$ cat src/design/tte_pkg.sv
// Package for the tap tempo estimator: widths, reset values, register
// indexes, controller states and the command/status structs.
// Used by tte_ctrl, tte_datapath and tap_tempo_estimator.
package tte_pkg;

   localparam int DEF_HISTORY_DEPTH = 8;

   localparam int TAP_W       = 32;
   localparam int GAP_W       = 24;
   localparam int TEMPO_W     = 16;
   localparam int TAPS_HELD_W = 4;
   localparam int NUMER_W     = 40;
   localparam int DIV_CNT_W   = $clog2(NUMER_W + 1);
   localparam int CSR_ADDR_W  = 4;
   localparam int CSR_DATA_W  = 32;
   localparam int CSR_IDX_W   = 2;

   localparam logic [NUMER_W-1:0] TEMPO_NUMERATOR = 40'd15360000000;

   localparam logic [GAP_W-1:0]   GAP_LIMIT_RESET     = 24'd3000000;
   localparam logic [TEMPO_W-1:0] TEMPO_FLOOR_RESET   = 16'd15360;
   localparam logic [TEMPO_W-1:0] TEMPO_CEILING_RESET = 16'd51200;
   localparam logic [TEMPO_W-1:0] HELD_TEMPO_RESET    = 16'd30720;

   localparam logic [CSR_IDX_W-1:0] CSR_GAP_LIMIT     = 2'd0;
   localparam logic [CSR_IDX_W-1:0] CSR_TEMPO_FLOOR   = 2'd1;
   localparam logic [CSR_IDX_W-1:0] CSR_TEMPO_CEILING = 2'd2;

   typedef enum logic [2:0] {
      ST_IDLE,
      ST_WRITE,
      ST_READ_OLD,
      ST_SETUP,
      ST_DIVIDE,
      ST_FINISH,
      ST_RESULT
   } state_type;

   typedef struct packed {
      logic [GAP_W-1:0]   gap_limit_us;
      logic [TEMPO_W-1:0] tempo_floor_q8;
      logic [TEMPO_W-1:0] tempo_ceiling_q8;
   } cfg_type;

   typedef struct packed {
      logic accept;
      logic write_tap;
      logic read_old;
      logic setup;
      logic div_step;
      logic finish;
      logic load_rsp;
   } cmd_type;

   typedef struct packed {
      logic multi;
      logic div_done;
   } status_type;

endpackage

$ cat src/design/tte_ctrl.sv
// Controller for the tap tempo estimator: sequences one tap through
// history update, span read, division and result transfer.
// Depends on tte_pkg.
module tte_ctrl
   import tte_pkg::*;
(
   input  logic       clock,
   input  logic       reset,
   input  logic       req_valid,
   output logic       req_stall,
   output logic       rsp_valid,
   input  logic       rsp_stall,
   input  status_type status,
   output cmd_type    cmd
);

   state_type state_ff, state_in;
   logic      rsp_valid_ff, rsp_valid_in;

   always_ff @(posedge clock) begin
      if (reset) begin
         state_ff     <= ST_IDLE;
         rsp_valid_ff <= 1'b0;
      end else begin
         state_ff     <= state_in;
         rsp_valid_ff <= rsp_valid_in;
      end
   end

   always_comb begin
      state_in = state_ff;
      cmd      = '0;
      unique case (state_ff)
         ST_IDLE: begin
            if (req_valid) begin
               cmd.accept = 1'b1;
               state_in   = ST_WRITE;
            end
         end
         ST_WRITE: begin
            cmd.write_tap = 1'b1;
            state_in      = ST_READ_OLD;
         end
         ST_READ_OLD: begin
            cmd.read_old = 1'b1;
            state_in     = status.multi ? ST_SETUP : ST_RESULT;
         end
         ST_SETUP: begin
            cmd.setup = 1'b1;
            state_in  = ST_DIVIDE;
         end
         ST_DIVIDE: begin
            if (status.div_done) begin
               state_in = ST_FINISH;
            end else begin
               cmd.div_step = 1'b1;
            end
         end
         ST_FINISH: begin
            cmd.finish = 1'b1;
            state_in   = ST_RESULT;
         end
         ST_RESULT: begin
            if (!rsp_valid_ff || !rsp_stall) begin
               cmd.load_rsp = 1'b1;
               state_in     = ST_IDLE;
            end
         end
         default: state_in = ST_IDLE;
      endcase
   end

   assign rsp_valid_in = cmd.load_rsp | (rsp_valid_ff & rsp_stall);
   assign rsp_valid    = rsp_valid_ff;
   assign req_stall    = (state_ff != ST_IDLE);

endmodule

$ cat src/design/tte_datapath.sv
// Datapath for the tap tempo estimator: tap ring memory, head and count,
// restoring divider, clamp and result registers.
// Depends on tte_pkg; driven by tte_ctrl commands.
module tte_datapath
   import tte_pkg::*;
#(
   parameter int HISTORY_DEPTH = DEF_HISTORY_DEPTH
) (
   input  logic                   clock,
   input  logic                   reset,
   input  cmd_type                cmd,
   output status_type             status,
   input  cfg_type                cfg,
   input  logic [TAP_W-1:0]       req_tap_time_us,
   output logic                   rsp_tempo_updated,
   output logic [TEMPO_W-1:0]     rsp_tempo_q8,
   output logic [TAPS_HELD_W-1:0] rsp_taps_held
);

   localparam int PTR_W = (HISTORY_DEPTH > 1) ? $clog2(HISTORY_DEPTH) : 1;
   localparam int CNT_W = $clog2(HISTORY_DEPTH + 1);
   localparam int IDX_W = PTR_W + 2;

   logic [TAP_W-1:0] ring [HISTORY_DEPTH];

   logic [PTR_W-1:0]     head_ff, head_in;
   logic [CNT_W-1:0]     count_ff, count_in;
   logic [TEMPO_W-1:0]   held_tempo_ff, held_tempo_in;
   logic [TAP_W-1:0]     now_ff;
   logic [TAP_W-1:0]     rd_data_ff;
   logic [TAP_W-1:0]     span_ff;
   logic                 span_zero_ff;
   logic [NUMER_W-1:0]   quo_ff, quo_in;
   logic [TAP_W-1:0]     rem_ff, rem_in;
   logic [DIV_CNT_W-1:0] div_cnt_ff, div_cnt_in;

   logic [PTR_W-1:0]   head_m1, head_p1, old_idx, rd_addr;
   logic [IDX_W-1:0]   old_sum;
   logic [TAP_W-1:0]   gap, span;
   logic               restart;
   logic [CNT_W-1:0]   count_m1;
   logic [NUMER_W-1:0] numer;
   logic [TAP_W:0]     trial;
   logic [TAP_W:0]     shifted;
   logic [NUMER_W-1:0] floored;
   logic [TEMPO_W-1:0] clamped;
   logic [CNT_W+3:0]   count_wide;

   // ring pointer arithmetic modulo the depth
   assign head_m1 = (head_ff == '0) ? PTR_W'(HISTORY_DEPTH - 1) : head_ff - 1'b1;
   assign head_p1 = (head_ff == PTR_W'(HISTORY_DEPTH - 1)) ? '0 : head_ff + 1'b1;
   assign old_sum = IDX_W'(head_ff) + IDX_W'(HISTORY_DEPTH) - IDX_W'(count_ff);
   assign old_idx = (old_sum >= IDX_W'(HISTORY_DEPTH))
                    ? PTR_W'(old_sum - IDX_W'(HISTORY_DEPTH)) : PTR_W'(old_sum);
   assign rd_addr = cmd.accept ? head_m1 : old_idx;

   always_ff @(posedge clock) begin
      if (cmd.write_tap) begin
         ring[head_ff] <= now_ff;
      end
      if (cmd.accept || cmd.read_old) begin
         rd_data_ff <= ring[rd_addr];
      end
   end

   // history update
   assign gap     = now_ff - rd_data_ff;
   assign restart = (count_ff != '0) && (gap > TAP_W'(cfg.gap_limit_us));

   always_comb begin
      head_in  = head_ff;
      count_in = count_ff;
      if (cmd.write_tap) begin
         head_in = head_p1;
         if (restart) begin
            count_in = CNT_W'(1);
         end else if (count_ff < CNT_W'(HISTORY_DEPTH)) begin
            count_in = count_ff + 1'b1;
         end
      end
   end

   // divider: numerator * (n-1) over span, one quotient bit per step
   assign span     = now_ff - rd_data_ff;
   assign count_m1 = count_ff - 1'b1;
   assign numer    = TEMPO_NUMERATOR * NUMER_W'(count_m1);
   assign shifted  = {rem_ff, quo_ff[NUMER_W-1]};
   assign trial    = shifted - {1'b0, span_ff};

   always_comb begin
      quo_in     = quo_ff;
      rem_in     = rem_ff;
      div_cnt_in = div_cnt_ff;
      if (cmd.setup) begin
         quo_in     = numer;
         rem_in     = '0;
         div_cnt_in = DIV_CNT_W'(NUMER_W);
      end else if (cmd.div_step) begin
         div_cnt_in = div_cnt_ff - 1'b1;
         if (trial[TAP_W]) begin
            rem_in = shifted[TAP_W-1:0];
            quo_in = {quo_ff[NUMER_W-2:0], 1'b0};
         end else begin
            rem_in = trial[TAP_W-1:0];
            quo_in = {quo_ff[NUMER_W-2:0], 1'b1};
         end
      end
   end

   // floor first, ceiling last
   assign floored = (quo_ff < NUMER_W'(cfg.tempo_floor_q8))
                    ? NUMER_W'(cfg.tempo_floor_q8) : quo_ff;
   assign clamped = (floored > NUMER_W'(cfg.tempo_ceiling_q8))
                    ? cfg.tempo_ceiling_q8 : floored[TEMPO_W-1:0];

   assign held_tempo_in = !cmd.finish ? held_tempo_ff
                        : (span_zero_ff ? cfg.tempo_ceiling_q8 : clamped);

   always_ff @(posedge clock) begin
      if (reset) begin
         head_ff       <= '0;
         count_ff      <= '0;
         held_tempo_ff <= HELD_TEMPO_RESET;
      end else begin
         head_ff       <= head_in;
         count_ff      <= count_in;
         held_tempo_ff <= held_tempo_in;
      end
   end

   always_ff @(posedge clock) begin
      if (cmd.accept) begin
         now_ff <= req_tap_time_us;
      end
      if (cmd.setup) begin
         span_ff      <= span;
         span_zero_ff <= (span == '0);
      end
      quo_ff     <= quo_in;
      rem_ff     <= rem_in;
      div_cnt_ff <= div_cnt_in;
   end

   // result register
   assign count_wide = {4'b0, count_ff};

   always_ff @(posedge clock) begin
      if (cmd.load_rsp) begin
         rsp_tempo_updated <= (count_ff >= CNT_W'(2));
         rsp_tempo_q8      <= held_tempo_ff;
         rsp_taps_held     <= (count_wide > (CNT_W+4)'(15))
                              ? TAPS_HELD_W'(15) : count_wide[TAPS_HELD_W-1:0];
      end
   end

   assign status.multi    = (count_ff >= CNT_W'(2));
   assign status.div_done = (div_cnt_ff == '0);

endmodule

$ cat src/design/tap_tempo_estimator.sv
// Top level of the tap tempo estimator: register file, controller and
// datapath. Depends on tte_pkg, tte_ctrl and tte_datapath.
//
//   channel  direction  handshake            payload
//   req      in         req_valid/req_stall  req_tap_time_us
//   rsp      out        rsp_valid/rsp_stall  rsp_tempo_updated, rsp_tempo_q8, rsp_taps_held
//   csr      in/out     csr_psel/csr_penable csr_paddr, csr_pwdata, csr_prdata
//
// One tap at a time: the result is loaded after ST_WRITE and ST_READ_OLD when
// the history holds a single tap, and otherwise after ST_SETUP, the 40-step
// restoring divider (one quotient bit per cycle) and ST_FINISH as well; the next
// tap is taken in the cycle after the load. The result register frees the
// controller only once the previous result is transferred; req_stall is high
// from acceptance until the result is loaded. Reset is synchronous and leaves
// the history empty.
module tap_tempo_estimator
   import tte_pkg::*;
#(
   parameter int HISTORY_DEPTH = DEF_HISTORY_DEPTH
) (
   input  logic                   clock,
   input  logic                   reset,
   input  logic                   req_valid,
   output logic                   req_stall,
   input  logic [TAP_W-1:0]       req_tap_time_us,
   output logic                   rsp_valid,
   input  logic                   rsp_stall,
   output logic                   rsp_tempo_updated,
   output logic [TEMPO_W-1:0]     rsp_tempo_q8,
   output logic [TAPS_HELD_W-1:0] rsp_taps_held,
   input  logic                   csr_psel,
   input  logic                   csr_penable,
   input  logic                   csr_pwrite,
   input  logic [CSR_ADDR_W-1:0]  csr_paddr,
   input  logic [CSR_DATA_W-1:0]  csr_pwdata,
   output logic [CSR_DATA_W-1:0]  csr_prdata,
   output logic                   csr_pready
);

   cfg_type    cfg_ff, cfg_in;
   cmd_type    cmd;
   status_type status;
   logic       csr_write;
   logic [CSR_IDX_W-1:0] csr_idx;

   assign csr_pready = 1'b1;
   assign csr_write  = csr_psel & csr_penable & csr_pwrite & csr_pready;
   assign csr_idx    = csr_paddr[CSR_ADDR_W-1:2];

   always_comb begin
      cfg_in = cfg_ff;
      if (csr_write) begin
         unique case (csr_idx)
            CSR_GAP_LIMIT:     cfg_in.gap_limit_us     = csr_pwdata[GAP_W-1:0];
            CSR_TEMPO_FLOOR:   cfg_in.tempo_floor_q8   = csr_pwdata[TEMPO_W-1:0];
            CSR_TEMPO_CEILING: cfg_in.tempo_ceiling_q8 = csr_pwdata[TEMPO_W-1:0];
            default:           cfg_in = cfg_ff;
         endcase
      end
   end

   always_comb begin
      unique case (csr_idx)
         CSR_GAP_LIMIT:     csr_prdata = CSR_DATA_W'(cfg_ff.gap_limit_us);
         CSR_TEMPO_FLOOR:   csr_prdata = CSR_DATA_W'(cfg_ff.tempo_floor_q8);
         CSR_TEMPO_CEILING: csr_prdata = CSR_DATA_W'(cfg_ff.tempo_ceiling_q8);
         default:           csr_prdata = '0;
      endcase
   end

   always_ff @(posedge clock) begin
      if (reset) begin
         cfg_ff.gap_limit_us     <= GAP_LIMIT_RESET;
         cfg_ff.tempo_floor_q8   <= TEMPO_FLOOR_RESET;
         cfg_ff.tempo_ceiling_q8 <= TEMPO_CEILING_RESET;
      end else begin
         cfg_ff <= cfg_in;
      end
   end

   tte_ctrl u_ctrl (
      .clock     (clock),
      .reset     (reset),
      .req_valid (req_valid),
      .req_stall (req_stall),
      .rsp_valid (rsp_valid),
      .rsp_stall (rsp_stall),
      .status    (status),
      .cmd       (cmd)
   );

   tte_datapath #(
      .HISTORY_DEPTH (HISTORY_DEPTH)
   ) u_datapath (
      .clock             (clock),
      .reset             (reset),
      .cmd               (cmd),
      .status            (status),
      .cfg               (cfg_ff),
      .req_tap_time_us   (req_tap_time_us),
      .rsp_tempo_updated (rsp_tempo_updated),
      .rsp_tempo_q8      (rsp_tempo_q8),
      .rsp_taps_held     (rsp_taps_held)
   );

   a_one_in_flight: assert property (@(posedge clock) disable iff (reset)
      (req_valid && !req_stall) |=> req_stall)
      else $error("second transfer taken while a tap is in progress");

   a_taps_nonzero: assert property (@(posedge clock) disable iff (reset)
      rsp_valid |-> (rsp_taps_held != '0))
      else $error("result shows an empty history");

   a_update_needs_two: assert property (@(posedge clock) disable iff (reset)
      (rsp_valid && rsp_tempo_updated) |-> (rsp_taps_held >= TAPS_HELD_W'(2)))
      else $error("tempo update with fewer than two taps held");

endmodule
$ cat config.mk
export PLATFORM = sky130hd
export DESIGN_NAME = tap_tempo_estimator
export DESIGN_NICKNAME = d
export VERILOG_FILES = /design/src/design/tte_pkg.sv /design/src/design/tte_ctrl.sv /design/src/design/tte_datapath.sv /design/src/design/tap_tempo_estimator.sv
export SDC_FILE = /design/constraint.sdc
export NUM_CORES = 1
export LEC_CHECK = 0
export ABC_CLOCK_PERIOD_IN_PS = 4500
export BUFFER_PORTS_ARGS = -buffer_cell sky130_fd_sc_hd__buf_4
export CORE_ASPECT_RATIO = 1.1
export CORE_MARGIN = 5
export CORE_UTILIZATION = 50
export CTS_CLUSTER_SIZE = 25
export DETAILED_ROUTE_END_ITERATION = 7
export PLACE_DENSITY = 0.75
export SLEW_MARGIN = 20
export SYNTH_ARGS = -nofsm -noshare
export SYNTH_HDL_FRONTEND = slang
export SYNTH_SLANG_ARGS = --single-unit
$ cat constraint.sdc
create_clock -name clock -period 4.5 [get_ports clock]
set_input_delay 0.9 -clock clock [delete_from_list [all_inputs] [get_ports clock]]
set_output_delay 0.9 -clock clock [all_outputs]
set_load 0.02 [all_outputs]
# [Yosys cells after proc, flatten, opt, wreduce, memory -nomap -nowiden]
# Memories as Yosys holds them, arrays and structs flattened. A register that Yosys moved wholly into a read port is not among the register bits.
# Index checks and enable logic that the tools add are counted.
# Widths: inputs -> output; s select.
[totals] reg_bits=247 mem_bits_rw=256 in_bits=75 output_inout_bits=56 word_cells=103 n_memories=1
[mem_list] name="u_datapath.ring" depth=8 width=32 read_ports=1 rd_clocked_by_memory_dff=1 write_ports=1 line="tte_datapath.sv:24" rtl="logic [TAP_W-1:0] ring [HISTORY_DEPTH];"
[op_classes] addsub=10 n_mul=1 magnitude_cmp=7 n_eq_ne=12 n_mux=31 bitwise_logic=4 reduce_logical=19
[op_table] cell="$mux 38" n=2
[op_table] cell="$pmux 24 s3" n=1
[op_table] cell="$gt 40x16->1" n=1
[op_table] cell="$lt 40x16->1" n=1
[op_table] cell="$mux 40" n=1
[op_table] cell="$sub 33x32->33" n=1
[op_table] cell="$gt 32x24->1" n=1
[op_table] cell="$logic_not 32->1" n=1
[op_table] cell="$mux 16" n=2
[op_table] cell="$mux 32" n=1
[op_table] cell="$sub 32x32->32" n=1
[op_table] cell="$mux 3" n=8
[op_table] cell="$mul 18x4->22 const A" n=1
[op_table] cell="$pmux 3 s7" n=1
[op_table] cell="$mux 1" n=13
[op_table] cell="$eq 3x3->1 const B" n=4
[op_table] cell="$mux 4" n=2
[op_table] cell="$reduce_and 2->1" n=4
[op_table] cell="$eq 3x2->1 const B" n=2
[op_table] cell="$logic_not 3->1" n=2
[op_table] cell="$logic_not 6->1" n=1
[op_table] cell="$sub 3x1->3 const B" n=2
[op_table] cell="$sub 6x1->6 const B" n=1
[op_table] cell="$add 3x4->5 const B" n=1
[op_table] cell="other kinds (23)" n=29

# [Longest topological paths before layout]
[logic_depth] word_depth=5 ltp_mapped=23 ltp_nobuf=23

# [Modules after synthesis]
# A second synthesis with hierarchy kept.
[hier_totals] cells_unflattened=2397 hier_area_um2=27513.9
[modules_own_cells] module="tte_datapath" instances=1 cells_per_inst=2069 area_each_um2=24466.0 seq_area_each_um2=13472.9
[modules_own_cells] module="tap_tempo_estimator" instances=1 cells_per_inst=297 area_each_um2=2783.9 seq_area_each_um2=1121.1
[modules_own_cells] module="tte_ctrl" instances=1 cells_per_inst=31 area_each_um2=264.0 seq_area_each_um2=80.1

# [Worst setup path before layout]
# No wires, ideal clock.
[synth_path] path_type="reg-to-reg" startpoint="register u_datapath.count_ff[0]" endpoint="register u_datapath.quo_ff[34], data pin" setup_ps=269 t_arrival_ps=4466 required_time_ps=4231 slack_ps=-235 stages_incl_launch_ff=19 n_path_buf=1 synth_period_minus_slack_ps=4735 path_cell_list="dfxtp_1 -> clkbuf_1 -> inv_1 -> ha_1 -> xor2_1 -> inv_1 -> fa_1 -> ha_1 -> fa_1 -> a21o_1 -> a21o_1 -> a41o_1 -> a21o_1 -> a21o_1 -> a21oi_1 -> o21ai_0 -> a31oi_1 -> xor2_1 -> o21ai_0"
[synth_via] elab_chain_len=3
[synth_rtl] item="from (decl)" line="tte_datapath.sv:27" rtl="logic [CNT_W-1:0] count_ff, count_in;"
[synth_rtl] item="from (signal assigned)" line="tte_datapath.sv:126" rtl="count_ff <= count_in;"
[synth_rtl] item="$sub 4x1->4" line="tte_datapath.sv:85" rtl="assign count_m1 = count_ff - 1'b1;"
[synth_rtl] item="$mul 18x4->22" line="tte_datapath.sv:86" rtl="assign numer = TEMPO_NUMERATOR * NUMER_W'(count_m1);"
[synth_rtl] item="$mux 38" line="tte_datapath.sv:94" rtl="if (cmd.setup) begin"
[synth_rtl] item="via u_datapath.quo_in[34]" line="tte_datapath.sv:33" rtl="logic [NUMER_W-1:0] quo_ff, quo_in;"
[synth_rtl] item="to (signal assigned)" line="tte_datapath.sv:139" rtl="quo_ff <= quo_in;"
[synth_rtl] item="to (decl)" line="tte_datapath.sv:33"
# The timed path passes the listed nets, and every way through them passes these cells.
# A chain may end at the register's enable or synchronous reset.

# [Worst setup path after layout]
[layout_path] startpoint="register u_datapath.now_ff[0]" endpoint="register u_datapath.count_ff[2]"
[layout_via] elab_chain_len=5 word_cells_on_any_way=6 classes_between="1 x add/sub; 1 x order compare; 1 x mux; 3 x reduce/logical"
[layout_rtl] item="from (decl)" line="tte_datapath.sv:29" rtl="logic [TAP_W-1:0] now_ff;"
[layout_rtl] item="from (signal assigned)" line="tte_datapath.sv:133" rtl="now_ff <= req_tap_time_us;"
[layout_rtl] item="$sub 32x32->32 *" line="tte_datapath.sv:67" rtl="assign gap = now_ff - rd_data_ff;"
[layout_rtl] item="via u_datapath.gap[20]" line="tte_datapath.sv:39" rtl="logic [TAP_W-1:0] gap, span;"
[layout_rtl] item="$gt 32x24->1 *" line="tte_datapath.sv:68" rtl="assign restart = (count_ff != '0) && (gap > TAP_W'(cfg.gap_limit_us));"
[layout_rtl] item="$logic_and 1x1->1 *" line="tte_datapath.sv:68"
[layout_rtl] item="$reduce_bool 2->1 (no source line)"
[layout_rtl] item="$reduce_and 2->1 (no source line)"
# The timed path passes the listed nets; every way through them passes the cells marked *.

==> reports/qor.yml <==
synth_area_leaders: "edfxtp_1 (45%), dfxtp_1 (11%), ha_1 (7.0%)"
cp.required_ns: 5.01
endpoint_kind: "flip-flop"
crit_chain: "inv_2 > ha_4 > inv_2 > fa_2 > a211oi_2 > o21bai_1 > o211ai_1 > buf_4 > o211a_1 > o21bai_1 > buf_4 > a21oi_4 > xnor2_2 > ha_1 > a21o_1 > a21o_1 > a221oi_2 > o211ai_1 > and3_4 > nor4_4 > buf_4 > nand4_1 > and4_1 > nor3_2"
fin_util_pct: 59.0
path_clk_slew_ns: 0.06
grt_pass1_vias: 18544
die_w_um: 229
hold_class: "reg2reg"
syn2layout_area_growth_pct: 17.0
io_pins: 131
start_util_pct: 50.4
slew_headroom_pct: 34.3
dieArea_um2: 57600
cts_tree: "built"
clock.fmax_mhz: 222
yosysSeqAreaShare_pct: 55.5
yosysTopAreaCell: "edfxtp_1"
crit_top_cell: "buf_4"
port_buffers: 111
htreeDepth: 2
coreArea_um2: 52400
synthFlopType: "edfxtp_1"
finalCritPeriodShare_pct: 100
path_max_fanout: 4
fillerInstances: 4172
cpMaxStageDelayCell: "edfxtp_1"
synth_most_common_cell: "edfxtp_1"
syn-instance-count: 2245
ys_top_cells_by_count: "edfxtp_1 (396), nand2_1 (242), inv_1 (170)"
cts_sinks: 535
synth_top_area_share_pct: 45.0
finalHoldViolCount: 0
drive_gt1_share_pct: 20.8
synth_edf_count: 396
grt_pass1_wl_um: 100000
synth_warnings: 0
preCtsSetupSlack_ns: -0.405
gr-total-overflow: 0
synth-seq-cells: 535
final-setup-viol-count: 1
place.gp.congestion: 0.921
violations: "setup timing"
insertion_delay_ns: 0.61
p_leak_nw: 11.7
fin_nets: 2674
cp.arrival_ns: 5.01
critPathTopFamily: "compound AO/OA/AOI/OAI gates"
wirelength_um: 62900
status: "finished, violations left"
synth_area_um2: 26400
ant_nets: 0
drt_iter0_drc: 1454
final_cells: 3164
cts_buffers: 54
drv_cap: 0
critPathBufInv: 5
tns_ns: -0.00136
syn_area_per_cell_um2: 11.8
die_h_um: 251
groute.usage.overall_pct: 21.4
final-max-slew-violation-count: 0
via_count: 18156
skew_ns: 0.0267
startpoint_type: "flip-flop"
synthArstFlopShare_pct: 0
place_inst: 3042
antenna_cells: 0
path_class: "reg2reg"
rows: 88
min_period_ns: 4.50
critical-path-max-stage-delay_ns: 0.40
rsz0062_at_grt: "true"
clockBufferDepth: 3
viasPerCell: 5.74
grt_max_degree: 71
power_per_cell_area_nw_per_um2: 572
cts-root-buf: "clkbuf_16"
ys_types: 72
firstDrtPassIters: 5
setup_slack_ns: -0.00136
antenna_found_initial: 0
whs_ns: 0.431
ir_drop_mv: 0.302
wire_per_inst_um: 19.9
drc: 0
post-dp-hpwl_um: 44100
worst_slew_pin_slew_ns: 0.985
-- per-layer routing --
metal / track usage [%] / share of wire [%] / vias up
met5: 0 / 0 / -
met4: 6.01 / 2.9 / 0
met3: 2.77 / 4.3 / 118
met2: 38.4 / 51 / 451
met1: 27.5 / 42 / 8906
li1: - / - / 8681
-- cells by family (layout without fill, tap and decap cells) --
kind of cell / after synthesis / after routing / synth area share (%)
AOI/OAI and AO/OA: 491 / 491 / 11.8
other: 2 / 9 / 0.0284
buffers and inverters: 275 / 512 / 4.06
and+or+nand+nor: 569 / 569 / 9.98
muxes: 145 / 145 / 8.69
xor gates and xnor gates: 74 / 74 / 2.45
DFF: 535 / 535 / 55.5
adders and majority gates: 154 / 154 / 7.46
-- final cells by class --
cell class / count / area (um^2) / area share [%]
Inverter: 171 / 642 / 2.08
Clock buffer: 62 / 1380 / 4.47
Multi-Input combinational cell: 1442 / 11100 / 36.0
Tap cell: 675 / 845 / 2.73
Timing Repair Buffer: 241 / 1880 / 6.07
Sequential cell: 535 / 14700 / 47.5
Clock inverter: 38 / 360 / 1.17
-- cells in the final DEF, fill, tap and decap left out, types with 37 or more instances in the layout --
master	n
a21oi_1	123
dfxtp_1	137
nand2_1	241
nor2_1	90
nor3_1	39
xnor2_1	43
clkbuf_16	54
nand3_1	44
buf_4	235
mux4_2	64
mux2i_1	45
ha_1	145
edfxtp_1	396
o21ai_0	131
a21o_1	37
inv_1	166
o211ai_1	41
-- through the flow --
stage                     power, mW  cell area [um^2]
after floorplan                10.8             26500
final                          17.7             30900
after global placement         12.6             28700
after detailed placement       12.8             28700
after global routing           18.8             30900
after CTS                      17.6             30700
-- registers in the layout (all words and copies together), names as in the netlist, 6 cells and up --
| signal | count |
|---|---|
| u_datapath.now_ff | 32 |
| u_datapath.quo_ff | 40 |
| u_datapath.rem_ff | 32 |
| u_datapath.rd_data_ff | 32 |
| u_datapath.rsp_tempo_q8 | 16 |
| u_datapath.div_cnt_ff | 6 |
| u_datapath.ring | 256 |
| cfg_ff | 56 |
| u_datapath.span_ff | 32 |
| u_datapath.held_tempo_ff | 16 |
-- power by group --
group          switching, mW  leakage, nW  internal [mW]
Combinational           3.73         6.10           3.25
Clock                   1.88        0.848           2.55
Sequential             0.280         4.76           6.01
-- path summary, 6_finish.rpt --
| check | slack [ns] | from | end | depth (start not counted) |
|---|---|---|---|---|
| hold / removal | 0.43 | u_datapath.held_tempo_ff[0] | u_datapath.rsp_tempo_q8[0] | 0 |
| hold reg to reg | 0.43 | u_datapath.held_tempo_ff[0] | u_datapath.rsp_tempo_q8[0] | 0 |
| setup reg to reg | -0.001 | u_datapath.now_ff[0] | u_datapath.count_ff[2] | 24 |
| setup / recovery | -0.001 | u_datapath.now_ff[0] | u_datapath.count_ff[2] | 24 |
-- repair_timing --
| item | CTS | global route |
|---|---|---|
| setup endpoints to repair | 4 | 27 |
| pin swaps | 24 | 33 |
| cloned | 0 | 0 |
| hold buffers | 0 | 0 |
| buffers inserted | 19 | 3 |
| gates resized for setup | 26 | 42 |
Power figures use the tool's default switching activity.
